[src/sv/tlvfa_pkg.sv]
`default_nettype none
package tlvfa_pkg;

  localparam int PAYLOAD_BYTES = 64;
  localparam int ADDR_W        = $clog2(PAYLOAD_BYTES);
  localparam int CNT_W         = $clog2(PAYLOAD_BYTES + 1);
  localparam int HEADER_BYTES  = 3;

  typedef enum logic [2:0] {
    CMD_CLEAR    = 3'd0,
    CMD_NEW_TYPE = 3'd1,
    CMD_ADD_BYTE = 3'd2,
    CMD_SEND     = 3'd3,
    CMD_ABORT    = 3'd4
  } cmd_t;

  typedef enum logic [1:0] {
    ST_OK     = 2'd0,
    ST_FULL   = 2'd1,
    ST_LOCKED = 2'd2,
    ST_LINK   = 2'd3
  } status_t;

  typedef enum logic [1:0] {
    OP_RESULT = 2'd0,
    OP_CLEAR  = 2'd1,
    OP_WRITE  = 2'd2,
    OP_SEND   = 2'd3
  } op_t;

  typedef enum logic [1:0] {
    B_IDLE   = 2'd0,
    B_WRITE  = 2'd1,
    B_SEND   = 2'd2,
    B_RESULT = 2'd3
  } back_state_t;

  // One job for the back end: up to three store writes, or a send, then a result
  typedef struct packed {
    op_t               op;
    status_t           status;
    logic [CNT_W-1:0]  space;
    logic [1:0]        nw;
    logic [ADDR_W-1:0] wa0;
    logic [ADDR_W-1:0] wa1;
    logic [ADDR_W-1:0] wa2;
    logic [7:0]        wd0;
    logic [7:0]        wd1;
    logic [7:0]        wd2;
    logic [CNT_W-1:0]  count;
  } entry_t;

endpackage
`default_nettype wire

[src/sv/tlv_frame_assembler.sv]
`default_nettype none
// TLV frame assembler.
// Input channel (in_valid/in_ready) takes one command word: clear, new record
// type, add data byte, send or abort, with the type bytes, data byte and link
// state alongside. Output channel (out_valid/out_ready) gives result words:
// status, byte_valid, frame_byte, last and space_left. A command gives one
// word with last set, except a send of a non-empty buffer, which gives one
// word per filled byte in buffer order with last on the final one.
// cfg_we/cfg_wdata write hold_writes; write it only while the block is idle.
// The front end checks each command against fill count, hold_writes and link
// state, and queues a job (two deep); the back end owns the 64-byte
// store, one write port and one registered read port.
// Each accepted command passes the queue and then the back end. Add byte and
// new type do their store writes there, one store write a cycle, before the
// result word; a send's bytes follow one per cycle while out_ready stays high.
// The queue lets the front take further commands while the back end works.
// Reset empties the buffer, marks every store entry unwritten so that it reads as zero, and clears hold_writes.
// A stalled receiver holds the output word; the back end waits and, once the
// queue is full, in_ready drops.
module tlv_frame_assembler
  import tlvfa_pkg::*;
(
  input  wire logic       clk,
  input  wire logic       rst,
  input  wire logic       in_valid,
  output logic            in_ready,
  input  wire logic [2:0] cmd,
  input  wire logic [7:0] type_high,
  input  wire logic [7:0] type_low,
  input  wire logic [7:0] data_value,
  input  wire logic       link_on,
  input  wire logic       link_busy,
  output logic            out_valid,
  input  wire logic       out_ready,
  output logic [1:0]      status,
  output logic            byte_valid,
  output logic [7:0]      frame_byte,
  output logic            last,
  output logic [6:0]      space_left,
  input  wire logic       cfg_we,
  input  wire logic       cfg_wdata
);

  logic   push, q_full, pop, q_valid;
  entry_t push_entry, head;

  tlvfa_front u_front (
    .clk        (clk),
    .rst        (rst),
    .in_valid   (in_valid),
    .in_ready   (in_ready),
    .cmd        (cmd),
    .type_high  (type_high),
    .type_low   (type_low),
    .data_value (data_value),
    .link_on    (link_on),
    .link_busy  (link_busy),
    .cfg_we     (cfg_we),
    .cfg_wdata  (cfg_wdata),
    .q_full     (q_full),
    .push       (push),
    .push_entry (push_entry)
  );

  tlvfa_queue u_queue (
    .clk        (clk),
    .rst        (rst),
    .push       (push),
    .push_entry (push_entry),
    .full       (q_full),
    .pop        (pop),
    .not_empty  (q_valid),
    .head       (head)
  );

  tlvfa_back u_back (
    .clk        (clk),
    .rst        (rst),
    .q_valid    (q_valid),
    .head       (head),
    .pop        (pop),
    .out_valid  (out_valid),
    .out_ready  (out_ready),
    .status     (status),
    .byte_valid (byte_valid),
    .frame_byte (frame_byte),
    .last       (last),
    .space_left (space_left)
  );

endmodule
`default_nettype wire

[src/sv/tlvfa_front.sv]
`default_nettype none
module tlvfa_front
  import tlvfa_pkg::*;
(
  input  wire logic        clk,
  input  wire logic        rst,
  input  wire logic        in_valid,
  output logic             in_ready,
  input  wire logic [2:0]  cmd,
  input  wire logic [7:0]  type_high,
  input  wire logic [7:0]  type_low,
  input  wire logic [7:0]  data_value,
  input  wire logic        link_on,
  input  wire logic        link_busy,
  input  wire logic        cfg_we,
  input  wire logic        cfg_wdata,
  input  wire logic        q_full,
  output logic             push,
  output entry_t           push_entry
);

  logic [CNT_W-1:0]  fill, fill_next;
  logic [ADDR_W-1:0] lbi, lbi_next;
  logic [7:0]        len_val, len_val_next;
  logic              hold, hold_next;
  logic [CNT_W-1:0]  space;
  logic [ADDR_W-1:0] fill_addr;
  entry_t            e;

  always_comb begin
    space        = CNT_W'(PAYLOAD_BYTES) - fill;
    fill_addr    = fill[ADDR_W-1:0];
    fill_next    = fill;
    lbi_next     = lbi;
    len_val_next = len_val;
    hold_next    = hold;
    e            = '0;
    e.op         = OP_RESULT;
    e.status     = ST_OK;
    case (cmd_t'(cmd))
      CMD_CLEAR: begin
        if (link_busy) begin
          e.status = ST_LINK;
        end else if (hold) begin
          e.status = ST_LOCKED;
        end else begin
          e.op         = OP_CLEAR;
          fill_next    = '0;
          lbi_next     = '0;
          len_val_next = '0;
        end
      end
      CMD_NEW_TYPE: begin
        if (hold) begin
          e.status = ST_LOCKED;
        end else if (space < CNT_W'(HEADER_BYTES)) begin
          e.status = ST_FULL;
        end else begin
          e.op         = OP_WRITE;
          e.nw         = 2'd3;
          e.wa0        = fill_addr;
          e.wd0        = type_high;
          e.wa1        = fill_addr + ADDR_W'(1);
          e.wd1        = type_low;
          e.wa2        = fill_addr + ADDR_W'(2);
          e.wd2        = 8'd0;
          lbi_next     = fill_addr + ADDR_W'(2);
          fill_next    = fill + CNT_W'(HEADER_BYTES);
          len_val_next = 8'd0;
        end
      end
      CMD_ADD_BYTE: begin
        if (hold) begin
          e.status = ST_LOCKED;
        end else if (space == '0) begin
          e.status = ST_FULL;
        end else begin
          // length byte first, data word second: same address means data wins
          e.op      = OP_WRITE;
          e.nw      = 2'd2;
          e.wa0     = lbi;
          e.wd0     = len_val + 8'd1;
          e.wa1     = fill_addr;
          e.wd1     = data_value;
          fill_next = fill + CNT_W'(1);
          len_val_next = (lbi == fill_addr) ? data_value : len_val + 8'd1;
        end
      end
      CMD_SEND: begin
        if (!link_on || link_busy) begin
          e.status = ST_LINK;
        end else begin
          if (fill != '0) begin
            e.op    = OP_SEND;
            e.count = fill;
          end
          fill_next = '0;
          lbi_next  = '0;
        end
      end
      CMD_ABORT: begin
        hold_next = 1'b0;
        fill_next = '0;
        lbi_next  = '0;
      end
      default: begin
      end
    endcase
    e.space    = CNT_W'(PAYLOAD_BYTES) - fill_next;
    push_entry = e;
    in_ready   = !q_full;
    push       = in_valid && !q_full;
  end

  always_ff @(posedge clk) begin
    if (rst) begin
      fill    <= '0;
      lbi     <= '0;
      len_val <= '0;
      hold    <= 1'b0;
    end else begin
      if (cfg_we) begin
        hold <= cfg_wdata;
      end else if (push) begin
        hold <= hold_next;
      end
      if (push) begin
        fill    <= fill_next;
        lbi     <= lbi_next;
        len_val <= len_val_next;
      end
    end
  end

endmodule
`default_nettype wire

[src/sv/tlvfa_queue.sv]
`default_nettype none
module tlvfa_queue
  import tlvfa_pkg::*;
(
  input  wire logic clk,
  input  wire logic rst,
  input  wire logic push,
  input  entry_t    push_entry,
  output logic      full,
  input  wire logic pop,
  output logic      not_empty,
  output entry_t    head
);

  entry_t     q [2];
  logic       wp, rp;
  logic [1:0] count;

  always_comb begin
    full      = (count == 2'd2);
    not_empty = (count != 2'd0);
    head      = q[rp];
  end

  always_ff @(posedge clk) begin
    if (push) begin
      q[wp] <= push_entry;
    end
  end

  always_ff @(posedge clk) begin
    if (rst) begin
      wp    <= 1'b0;
      rp    <= 1'b0;
      count <= 2'd0;
    end else begin
      if (push) begin
        wp <= !wp;
      end
      if (pop) begin
        rp <= !rp;
      end
      if (push && !pop) begin
        count <= count + 2'd1;
      end else if (pop && !push) begin
        count <= count - 2'd1;
      end
    end
  end

endmodule
`default_nettype wire

[src/sv/tlvfa_back.sv]
`default_nettype none
module tlvfa_back
  import tlvfa_pkg::*;
(
  input  wire logic        clk,
  input  wire logic        rst,
  input  wire logic        q_valid,
  input  entry_t           head,
  output logic             pop,
  output logic             out_valid,
  input  wire logic        out_ready,
  output logic [1:0]       status,
  output logic             byte_valid,
  output logic [7:0]       frame_byte,
  output logic             last,
  output logic [CNT_W-1:0] space_left
);

  back_state_t         state, state_next;
  entry_t              cur;
  logic [1:0]          step, step_next;
  logic [ADDR_W-1:0]   idx, idx_next;
  logic                wr_en, clear_all, load_out, slot_free;
  logic [ADDR_W-1:0]   wr_addr;
  logic [7:0]          wr_data;
  logic [7:0]          mem [PAYLOAD_BYTES];
  logic [PAYLOAD_BYTES-1:0] vbits;
  logic [7:0]          rd_data;
  logic                rd_vld;
  status_t             o_status;
  logic                o_bv, o_last;
  logic [7:0]          o_byte;

  always_ff @(posedge clk) begin
    if (rst) begin
      state <= B_IDLE;
    end else begin
      state <= state_next;
    end
  end

  always_comb begin
    state_next = state;
    pop        = 1'b0;
    wr_en      = 1'b0;
    wr_addr    = cur.wa0;
    wr_data    = cur.wd0;
    clear_all  = 1'b0;
    load_out   = 1'b0;
    o_status   = cur.status;
    o_bv       = 1'b0;
    o_byte     = 8'd0;
    o_last     = 1'b1;
    step_next  = step;
    idx_next   = idx;
    slot_free  = !out_valid || out_ready;
    case (state)
      B_IDLE: begin
        step_next = '0;
        idx_next  = '0;
        if (q_valid) begin
          pop = 1'b1;
          case (head.op)
            OP_WRITE: state_next = B_WRITE;
            OP_SEND:  state_next = B_SEND;
            OP_CLEAR: begin
              clear_all  = 1'b1;
              state_next = B_RESULT;
            end
            default:  state_next = B_RESULT;
          endcase
        end
      end
      B_WRITE: begin
        wr_en = 1'b1;
        case (step)
          2'd0: begin
            wr_addr = cur.wa0;
            wr_data = cur.wd0;
          end
          2'd1: begin
            wr_addr = cur.wa1;
            wr_data = cur.wd1;
          end
          default: begin
            wr_addr = cur.wa2;
            wr_data = cur.wd2;
          end
        endcase
        step_next = step + 2'd1;
        if (step == cur.nw - 2'd1) begin
          state_next = B_RESULT;
        end
      end
      B_RESULT: begin
        if (slot_free) begin
          load_out   = 1'b1;
          state_next = B_IDLE;
        end
      end
      B_SEND: begin
        if (slot_free) begin
          load_out = 1'b1;
          o_status = ST_OK;
          o_bv     = 1'b1;
          o_byte   = rd_vld ? rd_data : 8'd0;
          o_last   = (CNT_W'(idx) + CNT_W'(1)) == cur.count;
          idx_next = idx + ADDR_W'(1);
          if (o_last) begin
            state_next = B_IDLE;
          end
        end
      end
      default: state_next = B_IDLE;
    endcase
  end

  always_ff @(posedge clk) begin
    if (pop) begin
      cur <= head;
    end
    step <= step_next;
    idx  <= idx_next;
  end

  // read runs one word ahead: the address is the index of the next cycle
  always_ff @(posedge clk) begin
    if (wr_en) begin
      mem[wr_addr] <= wr_data;
    end
    rd_data <= mem[idx_next];
  end

  // unwritten entries read as zero
  always_ff @(posedge clk) begin
    if (rst) begin
      vbits  <= '0;
      rd_vld <= 1'b0;
    end else begin
      if (clear_all) begin
        vbits <= '0;
      end else if (wr_en) begin
        vbits[wr_addr] <= 1'b1;
      end
      rd_vld <= vbits[idx_next];
    end
  end

  always_ff @(posedge clk) begin
    if (rst) begin
      out_valid <= 1'b0;
    end else if (load_out) begin
      out_valid <= 1'b1;
    end else if (out_ready) begin
      out_valid <= 1'b0;
    end
  end

  always_ff @(posedge clk) begin
    if (load_out) begin
      status     <= o_status;
      byte_valid <= o_bv;
      frame_byte <= o_byte;
      last       <= o_last;
      space_left <= cur.space;
    end
  end

endmodule
`default_nettype wire
[config.mk]
export PLATFORM = sky130hd
export DESIGN_NAME = tlv_frame_assembler
export DESIGN_NICKNAME = d
export VERILOG_FILES = /design/src/sv/tlvfa_pkg.sv /design/src/sv/tlv_frame_assembler.sv /design/src/sv/tlvfa_front.sv /design/src/sv/tlvfa_queue.sv /design/src/sv/tlvfa_back.sv
export SDC_FILE = /design/constraint.sdc
export NUM_CORES = 1
export LEC_CHECK = 0
export CAP_MARGIN = 20
export CORE_MARGIN = 5
export CORE_UTILIZATION = 24
export CTS_CLUSTER_SIZE = 28
export DETAILED_ROUTE_END_ITERATION = 16
export DONT_BUFFER_PORTS = 1
export PLACE_DENSITY_LB_ADDON = 0.25
export SYNTH_ARGS = -nofsm -noshare
export SYNTH_HDL_FRONTEND = slang
export SYNTH_HIERARCHICAL = 1
export SYNTH_SLANG_ARGS = --single-unit
[constraint.sdc]
create_clock -name clk -period 12 [get_ports clk]
set_input_delay 2.4 -clock clk [delete_from_list [all_inputs] [get_ports clk]]
set_output_delay 2.4 -clock clk [all_outputs]
set_load 0.05 [all_outputs]
Word-level counts from Yosys, hierarchy flattened. Memories as Yosys holds them, arrays and structs flattened. A register that Yosys moved wholly into a read port is not among the register bits. Index checks and enable logic that the tools add are counted.

Bitwise gates (word level): 1. Reductions and logical operators: 34. Add/sub/neg operators: 13. Equality and inequality tests: 27. Muxes and demuxes: 92. $lt $le $gt $ge: 4.

Operators by type and width (count): $mux W44 (2); $mux W8 (9); $mux W7 (10); $or A64 B64 Y64 (1); $mux W6 (8); $mux W2 (20); $pmux W7 S5 (1); $mux W16 (2); $pmux W16 S2 (1); $mux W14 (2); $pmux W14 S2 (1); $mux W1 (25); $pmux W6 S2 (2); $pmux W6 S4 (1); $pmux W8 S3 (1); $ne A2 B2 Y1 const B (8); $pmux W4 S4 (1); $pmux W8 S2 (1); $lt A6 B7 Y1 const B (2); $sub A7 B7 Y7 const A (2); $add A6 B1 Y6 const B (2); $reduce_bool A2 Y1 (6); $eq A2 B2 Y1 const B (5); $add A8 B1 Y8 const B (1); 35 further kinds (57).

Register bits: 181. Input bits: 35. Memories kept: 2. Memory bits (writable): 636. Output and inout bits: 21.

Memory list: u_back.mem (words 64, bits a word 8, rd ports 1, clocked after Yosys merged registers in 1, write ports 1, RTL line tlvfa_back.sv:26) `logic [7:0] mem [PAYLOAD_BYTES];`; u_queue.q (words 2, bits a word 62, rd ports 1, clocked after Yosys merged registers in 1, write ports 1, RTL line tlvfa_queue.sv:15) `entry_t q [2];`.

Longest topological paths before layout. Gate-level depths: netlist of the first run.

Depth in word-level cells: 8. Depth in mapped cells: 15. Mapped depth without buffers: 13.

By module. Netlist of the first run, hierarchy kept.

Modules (own cells, without submodules): tlvfa_back (cells each 1710, area an instance 26476.6 um^2, instances 1); tlvfa_queue (cells each 215, area an instance 4704.5 um^2, instances 1); tlvfa_front (cells each 373, area an instance 2655.0 um^2, instances 1).

Worst setup path after synthesis of the first run. OpenSTA, ideal clock, no wires.

Path type: register to register. Start point: register u_back.state[0]. End point: register u_back.vbits[10]. Data required time: 11.885 ns. Arrival time: 6.803 ns. Setup slack: 5.083 ns. Path buffers: 2. Clock period less this slack: 6.917 ns. Cell stages (with the launch flop): 6. Cell sequence: dfxtp_1 buf_2 nor3b_1 a31oi_1 clkbuf_1 o21a_1.

Cells in the longest elaborated chain, start to end: 7. Elaborated cells between the ends (all ways): 12.

RTL lines: start: declaration (RTL line tlvfa_back.sv:19) `back_state_t state, state_next;`; start signal: assignment (RTL line tlvfa_back.sv:38) `state <= state_next;`; $eq A2 B1 Y1 (RTL line tlvfa_back.sv:57) `case (state)`; $mux W6 (RTL line tlvfa_back.sv:57); $lt A6 B7 Y1 (not written as such) / $ge A6 B1 Y1 (equally long branches) (RTL line tlvfa_back.sv:143) `vbits[wr_addr] <= 1'b1;`; $logic_and A1 B1 Y1 (not written as such) (RTL line tlvfa_back.sv:143); $mux W1 (not written as such) (RTL line tlvfa_back.sv:143); $demux W1 S6; $or A64 B64 Y64 (no source line); end signal: assignment (RTL line tlvfa_back.sv:137) `vbits <= '0;`; end signal: assignment (RTL line tlvfa_back.sv:141) `vbits <= '0;`; end signal: indexed assignment (RTL line tlvfa_back.sv:143); end: declaration (RTL line tlvfa_back.sv:27) `logic [PAYLOAD_BYTES-1:0] vbits;`.

Several ways; a longest one is shown, not always the timed one. A chain may end at the register's enable or synchronous reset.

Worst setup path in the final report of the first run.
Start point: input out_ready. End point: register u_back.rd_data[7], read port of u_back.mem.

Cells in the longest elaborated chain, start to end: 3.

RTL lines: start: declaration (RTL line tlv_frame_assembler.sv:34) `input wire logic out_ready,`; $logic_or A1 B1 Y1 (RTL line tlvfa_back.sv:56) `slot_free = !out_valid || out_ready;`; $mux W6 (RTL line tlvfa_back.sv:102) `if (slot_free) begin`; $pmux W6 S2 (RTL line tlvfa_back.sv:57); end: declaration (RTL line tlvfa_back.sv:28) `logic [7:0] rd_data;`.

No other way between the ends.

==> metrics.md, run 1 <==
| Metric | Value |
|---|---|
| Status | `finished, final reports clean` |
| Maximum fanout encountered on the critical timing path | `38` |
| Clock tree skew after final layout | `around 0.036 ns` |
| Cell count after synthesis | `2298` |
| Total of max-cap violations | `0` |
| Overall die height | `just under 400 um` |
| Clk buf depth | `3` |
| Remaining antenna violation count | `0` |
| Number of synthesized flops with an enable pin | `around 720` |
| Fraction of synthesized cell area in xor and xnor cells | `0.0101` |
| Port Buffers | `0` |
| Count of standard-cell rows | `137` |
| Slew Viols, Final | `0` |
| Power per cell area | `between 200 and 250 nW/um^2` |
| Async set or reset register ratio after synthesis | `0` |
| Unrepaired setup endpoints after global routing | `false` |
| Setup total negative slack | `0 ns` |
| Count of buffers added by post-CTS timing repair for setup | `0` |
| Via count of the first global-routing pass | `a little under 20000` |
| Synth Area in Simple Gates | `0.0727` |
| Critical Path Sink Type | `flop` |
| Actual slew at the worst max-slew pin | `about 1.1 ns` |
| Post-CTS sizing | `0` |
| Critical path data arrival time | `~6.0 ns` |
| Critical Path Source Type | `input port` |
| Maximum number of pins on one net before global-route repair | `between 100 and 150` |
| Effective utilization at floorplan | `0.242` |
| Sequential cell area | `approximately 24000 sq um` |
| Area growth from synthesis to layout | `14.8%` |
| Die Wd | `385 um` |
| Detailed Place HPWL | `56.1 mm` |
| Class of the most critical setup path | `input port to flop` |
| Final hold slack | `between 0.4 and 0.5 ns` |
| Total congestion overflow after global routing | `0` |
| Overall Global Routing Usage | `0.119` |
| First-pass iteration count of the detailed router | `5` |
| Full die area | `around 150000 sq um` |
| Placed Cells incl. Taps | `between 4000 and 5000` |
| CTS Hold Bufs | `0` |
| Routability Congestion | `approximately 0.85` |
| # nets final | `2339` |
| Insertion delay of the later-clocked pin in the worst-skew pair | `between 0.6 and 0.7 ns` |
| P_leak | `about 0.013 uW` |
| Post-detailed-routing wire length | `around 90 mm` |
| Final hold violations | `0` |
| Fraction of layout cells with a size suffix above 1 | `0.143` |
| Total Power Consumption | `about 8900 uW` |
| Worst endpoint required time | `12.55 ns` |
| Post-route insts no fill | `~4200` |
| Clock transition time at the flip-flop clock pins of the worst setup and hold paths | `0.06 ns` |
| Path class of the lowest-slack min-delay path | `flop to flop` |
| Minimum clock period after layout | `roughly 5.5 ns` |
| Via count normalized by instance count | `about 4.5` |
| Vias | `19300` |
| Dominant combinational cell family by area after synthesis | `multiplexers` |
| TritonCTS clock tree | `done` |
| Area of all placed cells without fillers | `38900 sq um` |
| CTS Root Cell | `clkbuf_16` |
| Wirelength per Cell | `roughly 21 um` |
| CP max stage delay | `roughly 0.73 ns` |
| Fraction of the yosys area taken by sequential cells | `0.701` |
| Count of endpoints failing setup in the final report | `0` |
| Total I/O pin count | `56` |
| Number of buffers added by the clock tree synthesis step | `~90` |
| Worst vdd rail ir drop | `roughly 0.19 mV` |
| CP bufs+invs | `4` |
| Number of inserted filler cells in the final layout | `14200` |
| Fraction of the mapped netlist area in compound gates | `0.0803` |
| Fmax | `around 180 MHz` |
| Share of cell area taken by muxes after synthesis | `0.105` |
| Cells along the critical path | `nand2b_1 -> nand2_2 -> inv_2 -> a221oi_4 -> buf_4 -> inv_2 -> nor2_2 -> buf_4 -> a32oi_1 -> a31oi_1 -> o22ai_1 -> or2_1` |
| Htree depth | `3` |
| DR iter-0 viols | `about 1700` |
| Flip-flop cell with the highest count after synthesis | `edfxtp_1` |
| Initial antenna violation count | `1` |
| Library cell contributing the largest single delay on the critical path | `nor2_2` |
| Max_slew headroom | `0.297` |
| Residual DRC count | `0` |
| Synth unique cells | `between 80 and 90` |
| Total number of clock tree sinks | `between 800 and 900` |
| Area of the core | `140000 sq um` |
| Multi-input combinational cell area | `~9400 sq um` |
| Synthesis Warnings | `6` |
| Adder-cell share of the synthesized area | `0.00518` |
| Post-synthesis average cell area | `approximately 15 sq um` |
| Cell area after synthesis | `around 34000 sq um` |
| Global-route wire length before repair | `~130 mm` |
| Register bit count reported by yosys | `about 830` |
| Final critical-path share of the clock period | `0.455` |
| Family of cells with the greatest summed delay on the critical path | `buffers and inverters` |
| Cell area after placement | `35800 sq um` |
-- metrics by stage --
stage,setup WS [ns],util
floorplan,5.08,-
global placement,6.05,0.256
detailed placement,5.89,0.256
CTS,6.60,0.278
global route,6.34,0.278
finish,6.53,0.278
-- area by class of cell --
type	instances	area share
repair buffers	29	0.00593
diodes	1	0.0000644
flip-flops and latches	826	0.610
clock buffers	125	0.0656
inverters	27	0.00280
clock inverters	39	0.0124
multi-input cells	1317	0.243
well taps	1876	0.0604
-- layout by cell type, fill, tap and decap left out, types with 10 or more instances in the layout --
cell,n
edfxtp_1,717
nand2_1,241
mux2i_1,211
nor2_1,140
mux2_2,128
dfxtp_1,108
clkbuf_16,93
a32oi_1,68
o21a_1,67
o22ai_1,48
nand3_1,44
a31oi_1,38
a21oi_1,34
buf_4,28
o21ai_0,26
inv_1,23
clkbuf_1,22
xnor2_1,22
a22o_1,19
and3_1,17
xor2_1,17
a22oi_1,15
clkinv_1,14
nor3_1,14
ha_1,14
and2_1,11
clkbuf_8,10
or2_1,10
-- report_power, final --
part | total (uW) | leakage [uW] | switching (uW) | internal (uW)
combinational | 2250 | 0.00446 | 1560 | 685
clock | 2790 | 0.00147 | 1140 | 1650
sequential | 3900 | 0.00745 | 188 | 3720
-- registers in the layout, summed over array words and instances, names as in the netlist, 2 cells and up, named ones only --
| name | count |
|---|---|
| u_queue/q | 124 |
| u_back/vbits | 64 |
| u_back/frame_byte | 8 |
| u_back/rd_data | 8 |
| u_back/idx | 6 |
| u_back/space_left | 7 |
| u_back/cur | 60 |
| u_front/lbi | 6 |
| u_front/fill | 7 |
| u_back/mem | 512 |
| u_back/state | 2 |
| u_queue/count | 2 |
| u_back/status | 2 |
| u_front/len_val | 8 |
| u_back/step | 2 |
-- synthesized netlist by cell type, drive strengths merged, types with 5 or more instances --
master | n | area (sq um)
a22o | 19 | 166
nand2 | 244 | 928
dfxtp | 109 | 2180
nor3 | 15 | 80.1
inv | 27 | 109
o22ai | 49 | 307
or3 | 5 | 31.3
edfxtp | 717 | 21500
xnor2 | 22 | 193
nor2 | 145 | 554
nand3 | 44 | 220
nor4 | 6 | 43.8
o21ai | 35 | 179
a221oi | 5 | 67.6
mux2 | 128 | 1440
a31oi | 39 | 244
mux2i | 211 | 2110
nand4 | 5 | 31.3
a211oi | 8 | 60.1
xor2 | 17 | 149
a22oi | 16 | 125
a21o | 7 | 52.6
a32oi | 68 | 596
and3 | 18 | 114
ha | 14 | 175
and2 | 12 | 75.1
or2 | 14 | 87.6
clkbuf | 45 | 169
nand2b | 10 | 70.1
nor2b | 9 | 63.8
a21oi | 35 | 179
o21a | 67 | 503
buf | 90 | 596
-- routing by layer --
layer | vias up | GRT usage | share of wire
li1 | 8740 | - | -
met1 | 9871 | 0.162 | 0.45
met2 | 555 | 0.193 | 0.47
met3 | 115 | 0.0255 | 0.061
met4 | 0 | 0.0316 | 0.023
met5 | - | 0 | 0
-- path summary, 6_finish.rpt --
check | to | from | slack [ns] | cells after the start
worst max-delay path | u_back/rd_data[7]$_DFF_P_ | out_ready | 6.53 | 12
worst min-delay path | u_back/space_left[2]$_DFFE_PP_ | u_back/cur[53]$_DFFE_PP_ | 0.42 | 0
worst max register to register | u_back/rd_data[7]$_DFF_P_ | u_back/out_valid$_SDFFE_PP0P_ | 7.50 | 12
worst min register to register | u_back/space_left[2]$_DFFE_PP_ | u_back/cur[53]$_DFFE_PP_ | 0.42 | 0
-- kinds of logic after synthesis --
| logic type | count (synthesis) |
|---|---|
| AO/OA/AOI/OAI | 372 |
| XOR/XNOR | 39 |
| adder cells (fa/ha/maj) | 14 |
| buffers and inverters | 162 |
| flip-flops | 826 |
| multiplexers | 339 |
| other | 1 |
| AND/OR/NAND/NOR | 545 |
No activity file was read; power rests on OpenSTA's default activity.
==> run 2, diff against run 1 <==
Clock period 12 ns to 5.5 ns, I/O delays scaled along.
==> run 2 against run 1 <==
Critical path depth is 1 higher. Global-route usage is 0.093 points lower. Via count is 0.38% higher. Clock-buffer cell count is 8 lower. Clock skew is 0.0082 ns higher. Critical endpoint is now u_queue/q[1][57]$_DFFE_PP_. Largest power group unchanged. Highest routed layer unchanged.
==> metrics.md, run 2 (synthesis results as in run 1) <==
| Metric | Value |
|---|---|
| Status | `finished, final reports clean` |
| Commonest cells after routing, fill and taps aside | `edfxtp_1 (717), nand2_1 (241), mux2i_1 (211)` |
| Worst vdd rail ir drop | `0.270 mV` |
| Count of buffers added by post-CTS timing repair for setup | `0` |
| Start of the worst register-to-register path | `u_front/fill[1]$_SDFFE_PP0P_` |
| Residual DRC count | `0` |
| Unrepaired setup endpoints after global routing | `false` |
| Port Buffers | `0` |
| Setup total negative slack | `0 ns` |
| Post-CTS sizing | `0` |
| Total number of clock tree sinks | `826` |
| Max reg flops | `512` |
| Maximum number of pins on one net before global-route repair | `99` |
| Path class of the lowest-slack min-delay path | `flop to flop` |
| Clock tree skew after final layout | `around 0.044 ns` |
| Count of standard-cell rows | `roughly 140` |
| Pre-CTS setup slack | `about 1.1 ns` |
| Area growth from synthesis to layout | `15.4%` |
| Setup slack of the most critical reg-to-reg path | `~1.4 ns` |
| Final Worst Setup Slack | `1.38 ns` |
| Effective utilization at floorplan | `0.242` |
| Initial antenna violation count | `0` |
| Overall Global Routing Usage | `0.118` |
| Insertion delay of the later-clocked pin in the worst-skew pair | `roughly 0.7 ns` |
| DR iter-0 viols | `approximately 1700` |
| Post-route insts no fill | `4268` |
| Slew Viols, Final | `0` |
| CP max stage delay | `about 0.55 ns` |
| Detailed Place HPWL | `between 50 and 60 mm` |
| Number of inserted filler cells in the final layout | `14200` |
| Actual slew at the worst max-slew pin | `roughly 1.2 ns` |
| Worst setup path endpoint | `u_queue/q[1][57]$_DFFE_PP_` |
| Critical Path Sink Type | `flop` |
| CP bufs+invs | `1` |
| Number of antenna cells inserted | `0` |
| Number of buffers added by the clock tree synthesis step | `between 80 and 90` |
| Critical path data arrival time | `between 4 and 5 ns` |
| Placed Cells incl. Taps | `between 4000 and 5000` |
| Power per cell area | `roughly 500 nW/um^2` |
| Area of the core | `140000 sq um` |
| CTS Hold Bufs | `0` |
| Final critical-path share of the clock period | `0.749` |
| Setup crit start | `u_front/fill[1]$_SDFFE_PP0P_` |
| Most flops, register | `u_back/mem` |
| Via count of the first global-routing pass | `about 20000` |
| CTS Root Cell | `clkbuf_16` |
| Max_slew headroom | `0.209` |
| Total of max-cap violations | `0` |
| Most Frequent Cell on Critical Path | `ha_1` |
| Clk buf depth | `3` |
| Clock transition time at the flip-flop clock pins of the worst setup and hold paths | `roughly 0.06 ns` |
| Registers with the highest flip-flop counts | `u_back/mem: 512 flops, u_queue/q: 124 flops, u_back/vbits: 64 flops` |
| Htree depth | `3` |
| Maximum fanout encountered on the critical timing path | `10` |
| Remaining antenna violation count | `0` |
| Cells along the critical path | `inv_1 -> ha_1 -> nor2b_1 -> nand4_1 -> a311o_1 -> ha_1 -> a2bb2oi_1 -> nor2_1 -> a21oi_1 -> ha_1 -> nand3_1 -> nor4b_2 -> xor2_1` |
| Routability Congestion | `0.845` |
| Endpoint of the lowest-slack register-to-register path | `u_queue/q[1][57]$_DFFE_PP_` |
| Fmax | `between 200 and 250 MHz` |
| Full die area | `around 150000 sq um` |
| # nets final | `around 2400` |
| Class of the most critical setup path | `flop to flop` |
| Final hold violations | `0` |
| Via count normalized by instance count | `4.53` |
| P_leak | `0.0135 uW` |
| Post-detailed-routing wire length | `roughly 90 mm` |
| Logic depth of the worst register-to-register path | `13` |
| Family of cells with the greatest summed delay on the critical path | `compound AO/OA/AOI/OAI gates` |
| Most common cell after layout, fill and taps aside | `edfxtp_1` |
| Worst endpoint required time | `5.90 ns` |
| Fraction of layout cells with a size suffix above 1 | `0.154` |
| Wirelength per Cell | `roughly 21 um` |
| TritonCTS clock tree | `done` |
| Vias | `between 15000 and 20000` |
| Total congestion overflow after global routing | `0` |
| First-pass iteration count of the detailed router | `5` |
| Library cell contributing the largest single delay on the critical path | `a311o_1` |
| Total I/O pin count | `between 50 and 60` |
| Critical Path Source Type | `flop` |
| Global-route wire length before repair | `132 mm` |
| Count of endpoints failing setup in the final report | `0` |
| Cell count along the critical path | `13` |
| Overall die height | `385 um` |
| Die Wd | `between 300 and 400 um` |
| Minimum clock period after layout | `a little over 4 ns` |
## run 2: worst min-delay path by stage
stage                             startpoint                              to  slack (ns)  cells past startpoint
floorplan           u_back/cur[51]$_DFFE_PP_  u_back/space_left[0]$_DFFE_PP_        0.40                      0
global placement    u_back/cur[51]$_DFFE_PP_  u_back/space_left[0]$_DFFE_PP_        0.41                      0
detailed placement  u_back/cur[56]$_DFFE_PP_  u_back/space_left[5]$_DFFE_PP_        0.41                      0
CTS                 u_back/cur[54]$_DFFE_PP_  u_back/space_left[3]$_DFFE_PP_        0.43                      0
global route        u_back/cur[51]$_DFFE_PP_  u_back/space_left[0]$_DFFE_PP_        0.43                      0
finish              u_back/cur[54]$_DFFE_PP_  u_back/space_left[3]$_DFFE_PP_        0.42                      0
## run 2: layer usage
metal  GRT usage  part of all wire
met5           0                 0
met1       0.165              0.46
met3      0.0248             0.055
met4      0.0338             0.027
met2       0.186              0.46
## run 2: cell type report
class / count / area, sq um / area share
Timing Repair Buffer: 59 / 534 / 0.0137
Clock buffer: 117 / 2380 / 0.0610
Multi-Input combinational cell: 1317 / 9430 / 0.242
Clock inverter: 46 / 513 / 0.0131
Tap cell: 1876 / 2350 / 0.0601
Sequential cell: 826 / 23700 / 0.608
Inverter: 27 / 109 / 0.00279
## run 2: metrics by stage
stage	instance area [sq um]	util	power (uW)	hold WS (ns)
finish	39000	0.279	19300	0.423
global placement	36100	0.258	13600	0.414
global route	39000	0.279	20300	0.432
floorplan	33900	-	11900	0.400
detailed placement	36100	0.258	13700	0.413
CTS	39000	0.279	19600	0.426
## run 2: power by group
part | switching [uW] | leakage, uW | internal (uW)
clock network | 2500 | 0.00139 | 3400
logic | 3410 | 0.00464 | 1570
registers | 373 | 0.00745 | 8090
